`src/sv/assert_macros.svh`:
```
// ----------------------------------------------------------------------------
// Assertion macros
// Shared property forms for the segment projection checks.
// ----------------------------------------------------------------------------
`ifndef ASSERT_MACROS_SVH
`define ASSERT_MACROS_SVH

// same-cycle implication, sampled on clk, off during rst
`define WSP_ASSERT_IMPL(lbl, ante, cons, msg) \
  lbl: assert property (@(posedge clk) disable iff (rst) (ante) |-> (cons)) else $error(msg);

// next-cycle implication, sampled on clk, off during rst
`define WSP_ASSERT_NEXT(lbl, ante, cons, msg) \
  lbl: assert property (@(posedge clk) disable iff (rst) (ante) |=> (cons)) else $error(msg);

`endif

```
`src/sv/wsp_pkg.sv`:
```
// ----------------------------------------------------------------------------
// wsp_pkg
// Types, widths and constants of the wall segment projection pipeline.
// ----------------------------------------------------------------------------
package wsp_pkg;

  localparam int CFG_W = 32;
  localparam int IDX_W = 3;

  localparam logic [IDX_W-1:0] REG_CAMERA_POS_X  = IDX_W'(0);
  localparam logic [IDX_W-1:0] REG_CAMERA_POS_Y  = IDX_W'(1);
  localparam logic [IDX_W-1:0] REG_ROT_COSINE    = IDX_W'(2);
  localparam logic [IDX_W-1:0] REG_ROT_SINE      = IDX_W'(3);
  localparam logic [IDX_W-1:0] REG_VIEW_DISTANCE = IDX_W'(4);
  localparam logic [IDX_W-1:0] REG_SCREEN_WIDTH  = IDX_W'(5);

  localparam logic signed [15:0] RST_COSINE   = 16'sd16384;
  localparam logic signed [15:0] RST_SINE     = 16'sd0;
  localparam logic [11:0]        RST_VIEW     = 12'd320;
  localparam logic [11:0]        RST_WIDTH    = 12'd640;

  // camera-space coordinate width: (33b x 16b products, summed) >> 14
  localparam int ZW = 36;
  localparam int NEAR_Q16 = 6554;
  localparam logic signed [ZW-1:0] NEAR_Z = ZW'(NEAR_Q16);

  // clip fraction divider: ((near - za) << 16) / (zb - za)
  localparam int CLIP_QW = 16;
  localparam int CLIP_DW = ZW + 1;
  localparam int CLIP_NW = ZW + 1 + CLIP_QW;

  // projection divider: |lat * view_distance| / depth
  localparam int PW      = ZW + 12;
  localparam int PROJ_QW = 17;

  localparam logic signed [15:0] X_MAX = 16'sh7FFF;
  localparam logic signed [15:0] X_MIN = 16'sh8000;

  typedef struct packed {
    logic signed [31:0] start_x;
    logic signed [31:0] start_y;
    logic signed [31:0] end_x;
    logic signed [31:0] end_y;
  } seg_t;

  typedef struct packed {
    logic               visible;
    logic signed [15:0] left_screen_x;
    logic signed [15:0] right_screen_x;
    logic [30:0]        left_depth;
    logic [30:0]        right_depth;
  } result_t;

  // rotated endpoints plus clip decision
  typedef struct packed {
    logic               invis;
    logic               clip1;
    logic               clip2;
    logic signed [ZW-1:0] z1;
    logic signed [ZW-1:0] l1;
    logic signed [ZW-1:0] z2;
    logic signed [ZW-1:0] l2;
    logic signed [ZW:0]   diff;
  } geom_t;

  typedef struct packed {
    logic          neg;
    logic [PW-1:0] mag;
    logic [ZW-1:0] depth;
  } proj_t;

  typedef struct packed {
    logic          neg;
    logic [ZW-1:0] depth;
  } lane_side_t;

  typedef struct packed {
    logic       invis;
    lane_side_t lane;
  } left_side_t;

endpackage

```
`src/sv/wsp_interp.sv`:
```
// ----------------------------------------------------------------------------
// wsp_interp
// Clip interpolation, lateral times view distance, sign and magnitude split.
// ----------------------------------------------------------------------------
module wsp_interp (
  input  logic                          clk,
  input  logic                          rst,
  input  logic                          in_valid,
  input  logic [wsp_pkg::CLIP_QW-1:0]   t_raw,
  input  logic                          t_ovf,
  input  wsp_pkg::geom_t                geom,
  input  logic [11:0]                   view_distance,
  output logic                          out_valid,
  output logic                          invis,
  output wsp_pkg::proj_t                lane1,
  output wsp_pkg::proj_t                lane2
);

  localparam int ZW = wsp_pkg::ZW;
  localparam int PW = wsp_pkg::PW;
  localparam int MW = ZW + 1 + wsp_pkg::CLIP_QW + 1;
  localparam int AW = ZW + 2;

  logic v5, v6, v7;

  logic [wsp_pkg::CLIP_QW-1:0] t_val;
  logic signed [MW-1:0] prod;
  wsp_pkg::geom_t       g5;

  logic signed [MW-1:0] adj;
  logic signed [AW-1:0] moved;

  logic signed [ZW-1:0] lat1, lat2, dep1, dep2;
  logic                 inv6, inv7;
  logic signed [PW-1:0] m1, m2;
  logic signed [ZW-1:0] d71, d72;

  always_ff @(posedge clk) begin
    if (rst) begin
      v5 <= 1'b0;
      v6 <= 1'b0;
      v7 <= 1'b0;
      out_valid <= 1'b0;
    end else begin
      v5 <= in_valid;
      v6 <= v5;
      v7 <= v6;
      out_valid <= v7;
    end
  end

  assign t_val = t_ovf ? '1 : t_raw;

  always_ff @(posedge clk) begin
    prod <= $signed({1'b0, t_val}) * geom.diff;
    g5   <= geom;
  end

  // the clipped endpoint moves toward the other one
  always_comb begin
    adj   = prod >>> wsp_pkg::CLIP_QW;
    moved = AW'(g5.clip1 ? g5.l1 : g5.l2) + AW'(adj);
  end

  always_ff @(posedge clk) begin
    lat1 <= g5.clip1 ? ZW'(moved) : g5.l1;
    lat2 <= g5.clip2 ? ZW'(moved) : g5.l2;
    dep1 <= g5.clip1 ? wsp_pkg::NEAR_Z : g5.z1;
    dep2 <= g5.clip2 ? wsp_pkg::NEAR_Z : g5.z2;
    inv6 <= g5.invis;
  end

  always_ff @(posedge clk) begin
    m1   <= lat1 * $signed({1'b0, view_distance});
    m2   <= lat2 * $signed({1'b0, view_distance});
    d71  <= dep1;
    d72  <= dep2;
    inv7 <= inv6;
  end

  always_ff @(posedge clk) begin
    lane1.neg   <= m1[PW-1];
    lane1.mag   <= m1[PW-1] ? PW'(-m1) : PW'(m1);
    lane1.depth <= d71;
    lane2.neg   <= m2[PW-1];
    lane2.mag   <= m2[PW-1] ? PW'(-m2) : PW'(m2);
    lane2.depth <= d72;
    invis       <= inv7;
  end

endmodule

```
`config.mk`:
```
export PLATFORM = sky130hd
export DESIGN_NAME = wsp_interp
export DESIGN_NICKNAME = d
export VERILOG_FILES = /design/src/sv/assert_macros.svh /design/src/sv/wsp_pkg.sv /design/src/sv/wsp_interp.sv
export SDC_FILE = /design/constraint.sdc
export NUM_CORES = 2
export LEC_CHECK = 0
export BUFFER_PORTS_ARGS = -buffer_cell sky130_fd_sc_hd__buf_4
export CORE_AREA = 2 2 246 429
export CTS_BUF_LIST = sky130_fd_sc_hd__clkbuf_8
export CTS_CLUSTER_DIAMETER = 100
export CTS_CLUSTER_SIZE = 12
export DETAILED_ROUTE_END_ITERATION = 10
export DIE_AREA = 0 0 248 431
export GPL_TIMING_DRIVEN = 0
export PLACE_DENSITY = 0.91
export SYNTH_ARGS = -nofsm -noshare
export SYNTH_HDL_FRONTEND = slang
export SYNTH_SLANG_ARGS = --single-unit
export TNS_END_PERCENT = 20
```
`constraint.sdc`:
```
create_clock -name clk -period 9.85 [get_ports clk]
set_input_delay 1.97 -clock clk [delete_from_list [all_inputs] [get_ports clk]]
set_output_delay 1.97 -clock clk [all_outputs]
set_load 0.01 [all_outputs]
```
# ---- Word level (Yosys, flattened, before mapping)
# Cells that the tools add are included.
dict set report op_classes {
  add_sub_neg 3
  multipliers 3
  n_div 0
  order_cmp 0
  n_eq_ne 0
  n_shift 0
  mux 6
  n_bitwise 0
  n_reduce_logical 0
}
# cell n
set op_table {}
lappend op_table {{$mux W36} 3}
lappend op_table {{$mul A36 B13 Y48} 2}
lappend op_table {{$neg A48 Y48} 2}
lappend op_table {{$mux W47} 2}
lappend op_table {{$mul A17 B37 Y52} 1}
lappend op_table {{$add A36 B36 Y36} 1}
lappend op_table {{$mux W16} 1}
dict set report totals {
  regBits 688
  latch_bits 0
  ramBits 0
  romBits 0
  input_bits 216
  wordCells 43
  mem_count 0
}

# ---- Depth between registers and ports, before layout
dict set report logic_depth {
  ltp_word 3
  depth_mapped 28
  depth_no_buf 26
}

# ---- Least setup slack after synthesis
# OpenSTA, ideal clock, no wires.
dict set report synth_path {
  path_type {input port to flip-flop}
  startpoint {input t_ovf}
  endpoint {register prod[51]}
  arrival_ns 8.265
  required_ns 9.728
  path_slack_ns 1.462
  cell_stages 25
  path_cell_list {clkbuf_1 -> or2_2 -> clkbuf_1 -> clkbuf_1 -> nand2_1 -> fa_1 -> fa_1 -> fa_1 -> inv_1 -> fa_1 -> fa_1 -> inv_1 -> fa_1 -> inv_1 -> ha_1 -> a2111oi_0 -> o21ai_0 -> a21oi_1 -> o22ai_1 -> o21ai_0 -> a21oi_1 -> o41ai_1 -> nor2b_1 -> o21ai_0 -> xnor2_1}
}
dict set report synth_between {
  elab_chain_cells 2
}
# item line
set synth_lines {}
lappend synth_lines {{start, declared} wsp_interp.sv:10} ;# input logic t_ovf,
lappend synth_lines {{$mux W16} wsp_interp.sv:52} ;# assign t_val = t_ovf ? '1 : t_raw;
lappend synth_lines {{$mul A17 B37 Y52} wsp_interp.sv:55} ;# prod <= $signed({1'b0, t_val}) * geom.diff;
lappend synth_lines {{end signal, assigned} wsp_interp.sv:55}
lappend synth_lines {{end, declared} wsp_interp.sv:27} ;# logic signed [MW-1:0] prod;
# No other way between the ends.
# A chain may end at the register's enable or synchronous reset.

# ---- Worst setup path after layout
dict set report layout_path {
  startpoint {input view_distance[1]}
  endpoint {register m2[46]}
}
dict set report layout_between {
  elab_chain_cells 1
}
# item line
set layout_lines {}
lappend layout_lines {{start, declared} wsp_interp.sv:12} ;# input logic [11:0] view_distance,
lappend layout_lines {{$mul A36 B13 Y48} wsp_interp.sv:75} ;# m2 <= lat2 * $signed({1'b0, view_distance});
lappend layout_lines {{end signal, assigned} wsp_interp.sv:75}
lappend layout_lines {{end, declared} wsp_interp.sv:35} ;# logic signed [PW-1:0] m1, m2;
# No other way between the ends.

==> results <==
- The largest individual stage delay along the critical path comes from the cell sky130_fd_sc_hd__clkbuf_1.
- The worst setup path is captured at a flop.
- The actual slew at the worst max-slew pin is 1.36 ns.
- The die is 248 um wide.
- In this run the most critical hold path is launched from dep2[0]$_SDFF_PP0_.
- The overall die area is 107,000 um^2.
- For this run, the total global-route usage over all layers was measured as between 30% and 40%.
- The maximum clock skew at final layout is 0.0988 ns.
- The checks that failed: design-rule violations.
- Dividing the detail-routed wire length by the instance count gives 23.1 um.
- Along the worst path, the maximum fanout reaches 10.
- For this design the top-level I/O count stands at 388.
- The worst-case clock buffer depth is 3.
- The max-slew headroom at the worst pin is 9.45%.
- Summed over all layers, the global routing overflow is 0.
- The number of nets at the end of the flow is 9,149.
- The category of cells accounting for the largest share of critical-path delay is compound AO/OA/AOI/OAI gates.
- The worst register-to-register path ends at m1[47]$_DFF_P_.
- The total number of clock tree sinks is 672.
- The share of final-layout standard cells stronger than drive strength 1 is around 8.3%.
- The worst register-to-register path has a setup slack of ~2 ns.
- The layout filler cell count is 7,677.
- The final hold violation count came to 0.
- The total negative setup slack is 0 ns.
- The number of buffers inserted by port buffering is 375.
- The clock tree synthesis step divided the H-tree into 2 levels.
- The synthesized design contains 0 enable-type register cells.
- The worst hold path belongs to the class flop to flop.
- The largest net degree at the start of global routing is 20.
- The cell area that synthesis handed to floorplanning was 66,600 um^2.
- The run finished, with violations left.
- STA classifies the critical path startpoint as a primary input.
- The later-pin clock latency in the skew report is 0.85 ns.
- On the worst path, the slowest cell contributes a delay of between 0.7 and 0.8 ns.
- The Yosys step of the flow raised 0 warnings.
- Registers take 13,500 um^2.
- The worst hold path cell count is 0.
- The via count of the first global-routing pass is 55,403.
- The core outline area is 103,000 um^2.
- After synthesis, flip-flops and latches occupy 20.2% of the total area.
- The total of max-cap violations is 0.
- After layout, the worst path uses between 90% and 100% of the clock period.
- The worst hold path terminates at d72[0]$_DFF_P_.
- In this run the cell area measured after placement is about 70,000 um^2.
- The remaining design rule violation count is 2.
- The chip height is 431 um.
- For the worst setup path, the data arrival time is 10.25 ns.
- The biggest area contributor in the post-synthesis netlist is sky130_fd_sc_hd__fa_1.
- The number of buffers and inverters on the critical path is 6.
- The number of cells on the worst reg-to-reg path is 21.
- The initial utilization of the core area, before any placement, comes to 64.5%.
- The synthesized design contains 672 register bits.
- The most common cell after layout, fill and taps aside is sky130_fd_sc_hd__inv_1.
- In this run the core area contains ~160 standard-cell rows.
- After technology mapping, the gate count stands at 6,837.
- The data required time of the critical path is around 10 ns.
- The max-slew violation count is 0.
- The start of the worst register-to-register path is lat1[7]$_DFF_P_.
- The area growth from synthesis to layout is 8.22%.
- Of the post-synthesis cell area, the dominant cell type holds 38.9%.
- The first global-routing pass estimated 304,000 um of wire.
- The distinct cell type count after synthesis is 66.
- The total number of vias is 49,577.
- The initial antenna violation count was 24.
- Each instance of the synthesized netlist takes up on average 9.74 um^2.
- Detailed placement ended at an HPWL of 167,000 um.
- The worst path in the final design needs a cycle of between 9 and 10 ns, including I/O delays and setup.
- The library cell used as clock root buffer is sky130_fd_sc_hd__clkbuf_8.
- The kind of critical path is primary input to flop.
- The leading register cell type out of synthesis is sky130_fd_sc_hd__dfxtp_1.
- After synthesis, the share of flip-flops with an asynchronous set or reset is 0%.
- Static timing analysis puts the maximum clock frequency at roughly 100 MHz.
- The setup-violating endpoint count in the final report is 0.
- The length of the first detailed-routing pass in iterations is 8.
- Summing all multi-input logic gate instances after layout gives 46,700 um^2.
- In the post-synthesis netlist, the biggest area contributors are sky130_fd_sc_hd__fa_1, sky130_fd_sc_hd__dfxtp_1, sky130_fd_sc_hd__inv_1, sky130_fd_sc_hd__ha_1, sky130_fd_sc_hd__nand2_1.
- The critical path goes through clkdlybuf4s15_1 > clkbuf_1 > nand2_1 > fa_1 > inv_1 > fa_1 > ha_1 > ha_1 > inv_1 > fa_1 > inv_1 > fa_1 > a21o_1 > a21oi_1 > o21ai_0 > a2111oi_1 > clkdlybuf4s15_2 > nor4_1 > or3_1 > o31ai_1 > o31ai_1 > a221o_1 > o41a_1 > xor2_1.
- In the layout the commonest cells are sky130_fd_sc_hd__inv_1, sky130_fd_sc_hd__fa_1, sky130_fd_sc_hd__nand2_1.
- When the netlist entered floorplanning its net count stood at 8,714.
- Setup repair after global routing could not meet its margin everywhere.
- The remaining number of nets flagged by the antenna check after routing is 0.
- The number of hold buffers added after CTS was 0.
- In this run, CTS created clock tree buffers numbering 61.
- Routability-driven placement finished with a final weighted congestion of 1.08.
- The first routing iteration left approximately 3,100 violations.
- Among the stages of the critical path, the cell type that occurs most often is sky130_fd_sc_hd__fa_1.
- TritonCTS built the clock tree.
- The final design area excluding fillers is between 70,000 and 80,000 um^2.
- Clock-pin slew was measured on the worst setup and hold paths at 0.09 ns.
- The total wire length is 199,000 um.
- The via density per instance is 5.75.
-- metal layers --
| metal | routed length (um) | vias up | global-route usage (%) |
|---|---|---|---|
| met3 | 15900 | 1126 | 9.12 |
| met2 | 99300 | 2549 | 66.2 |
| met1 | 59300 | 24762 | 36.5 |
| met4 | 24400 | 16 | 38.1 |
| met5 | 115 | - | 0 |
| li1 | - | 21124 | - |
-- flip-flops by register name, indices dropped and copies added (netlist names) --
name	count
invis	1
v5	1
m1	48
prod	36
dep2	36
g5	147
d71	36
lat2	36
d72	36
inv6	1
lane1	85
inv7	1
v7	1
lat1	36
dep1	36
lane2	85
v6	1
out_valid	1
m2	48
-- kinds of logic after synthesis --
logic type	count (synthesis)	synth area share [%]
AO/OA/AOI/OAI	478	4.63
flip-flops	672	20.2
multiplexers	98	1.65
adder cells (fa/ha/maj)	1661	45.8
XOR/XNOR	259	3.41
buffers and inverters	1723	9.71
AND/OR/NAND/NOR	1946	14.6
-- cells in the mapped netlist (5+ instances only) --
library cell                count
sky130_fd_sc_hd__a211oi_1       7
sky130_fd_sc_hd__nor2_1        94
sky130_fd_sc_hd__nand4_1       19
sky130_fd_sc_hd__nor3_1        20
sky130_fd_sc_hd__o22ai_1        6
sky130_fd_sc_hd__nor4_1        11
sky130_fd_sc_hd__buf_1          6
sky130_fd_sc_hd__nand3_1       32
sky130_fd_sc_hd__or2_2         31
sky130_fd_sc_hd__o21a_1        22
sky130_fd_sc_hd__or3_1         13
sky130_fd_sc_hd__nand2_1      902
sky130_fd_sc_hd__a31oi_1        6
sky130_fd_sc_hd__nand2b_1      31
sky130_fd_sc_hd__dfxtp_1      672
sky130_fd_sc_hd__inv_1       1409
sky130_fd_sc_hd__or4_1         18
sky130_fd_sc_hd__o31a_1         6
sky130_fd_sc_hd__o21ai_0      108
sky130_fd_sc_hd__and2_1       462
sky130_fd_sc_hd__clkbuf_1     308
sky130_fd_sc_hd__and3_1        16
sky130_fd_sc_hd__o21bai_1      12
sky130_fd_sc_hd__xor2_1        52
sky130_fd_sc_hd__ha_1         365
sky130_fd_sc_hd__nor3b_1        8
sky130_fd_sc_hd__xnor2_1      207
sky130_fd_sc_hd__a21o_1        83
sky130_fd_sc_hd__mux2_2        93
sky130_fd_sc_hd__fa_1        1296
sky130_fd_sc_hd__o41ai_1       18
sky130_fd_sc_hd__o31ai_1       32
sky130_fd_sc_hd__a21oi_1      131
sky130_fd_sc_hd__nor2b_1      265
sky130_fd_sc_hd__a2111oi_0      6
sky130_fd_sc_hd__mux2i_1        5
-- final cells by class --
class | count | share of cell area (%)
Timing Repair Buffer | 378 | 3.96
Inverter | 1409 | 7.34
Clock inverter | 3 | 0.0677
Clock buffer | 61 | 1.16
Sequential cell | 672 | 18.7
Tap cell | 1343 | 2.33
Antenna cell | 9 | 0.0312
Multi-Input combinational cell | 4442 | 64.8
Buffer | 308 | 1.64
-- repair_timing --
item,4_1_cts,5_1_grt
cloned,0,0
setup endpoints to repair,6,10
gates resized for setup,4,16
buffers inserted,0,0
-- worst reg2reg max path: stages (launching register included) --
cell	delay, ns
sky130_fd_sc_hd__dfxtp_1	0.55
sky130_fd_sc_hd__clkbuf_1	0.46
sky130_fd_sc_hd__nand2_1	0.15
sky130_fd_sc_hd__fa_1	0.56
sky130_fd_sc_hd__inv_1	0.05
sky130_fd_sc_hd__fa_1	0.46
sky130_fd_sc_hd__fa_1	0.51
sky130_fd_sc_hd__inv_1	0.05
sky130_fd_sc_hd__fa_1	0.50
sky130_fd_sc_hd__fa_1	0.50
sky130_fd_sc_hd__inv_1	0.05
sky130_fd_sc_hd__ha_1	0.36
sky130_fd_sc_hd__nand4_1	0.16
sky130_fd_sc_hd__a21boi_0	0.54
sky130_fd_sc_hd__o2111ai_1	0.34
sky130_fd_sc_hd__o21ai_0	0.53
sky130_fd_sc_hd__o21ai_0	0.29
sky130_fd_sc_hd__o21ai_0	0.42
sky130_fd_sc_hd__a21oi_1	0.20
sky130_fd_sc_hd__and2_1	0.22
sky130_fd_sc_hd__o41ai_1	0.44
sky130_fd_sc_hd__xnor2_1	0.33
-- metrics by stage --
step                      util, %  setup WS, ns  instances  hold slack [ns]
after floorplan                 -          1.46       6837            0.310
after global placement       68.9         -1.16       8555            0.309
after detailed placement     68.9         -1.14       8557            0.312
after CTS                    69.8      0.000129       8617            0.316
after global routing         69.8      -0.00327       8619            0.328
final                        69.8         0.218       8625            0.316
-- how the worst max path moves through the flow --
stage                           startpoint                to  slack [ns]  cells after the start
final                     view_distance[1]    m2[46]$_DFF_P_        0.22                     24
after global routing      view_distance[1]    m2[46]$_DFF_P_      -0.003                     24
after CTS                            t_ovf  prod[51]$_DFF_P_      0.0001                     27
after detailed placement             t_ovf  prod[51]$_DFF_P_       -1.14                     27
after global placement    view_distance[2]    m2[46]$_DFF_P_       -1.16                     24
after floorplan                      t_ovf  prod[51]$_DFF_P_        1.46                     25
Power is left out: the tool's default activity adds up to more than one toggle a clock period on the data nets, which glitch-free logic cannot reach.
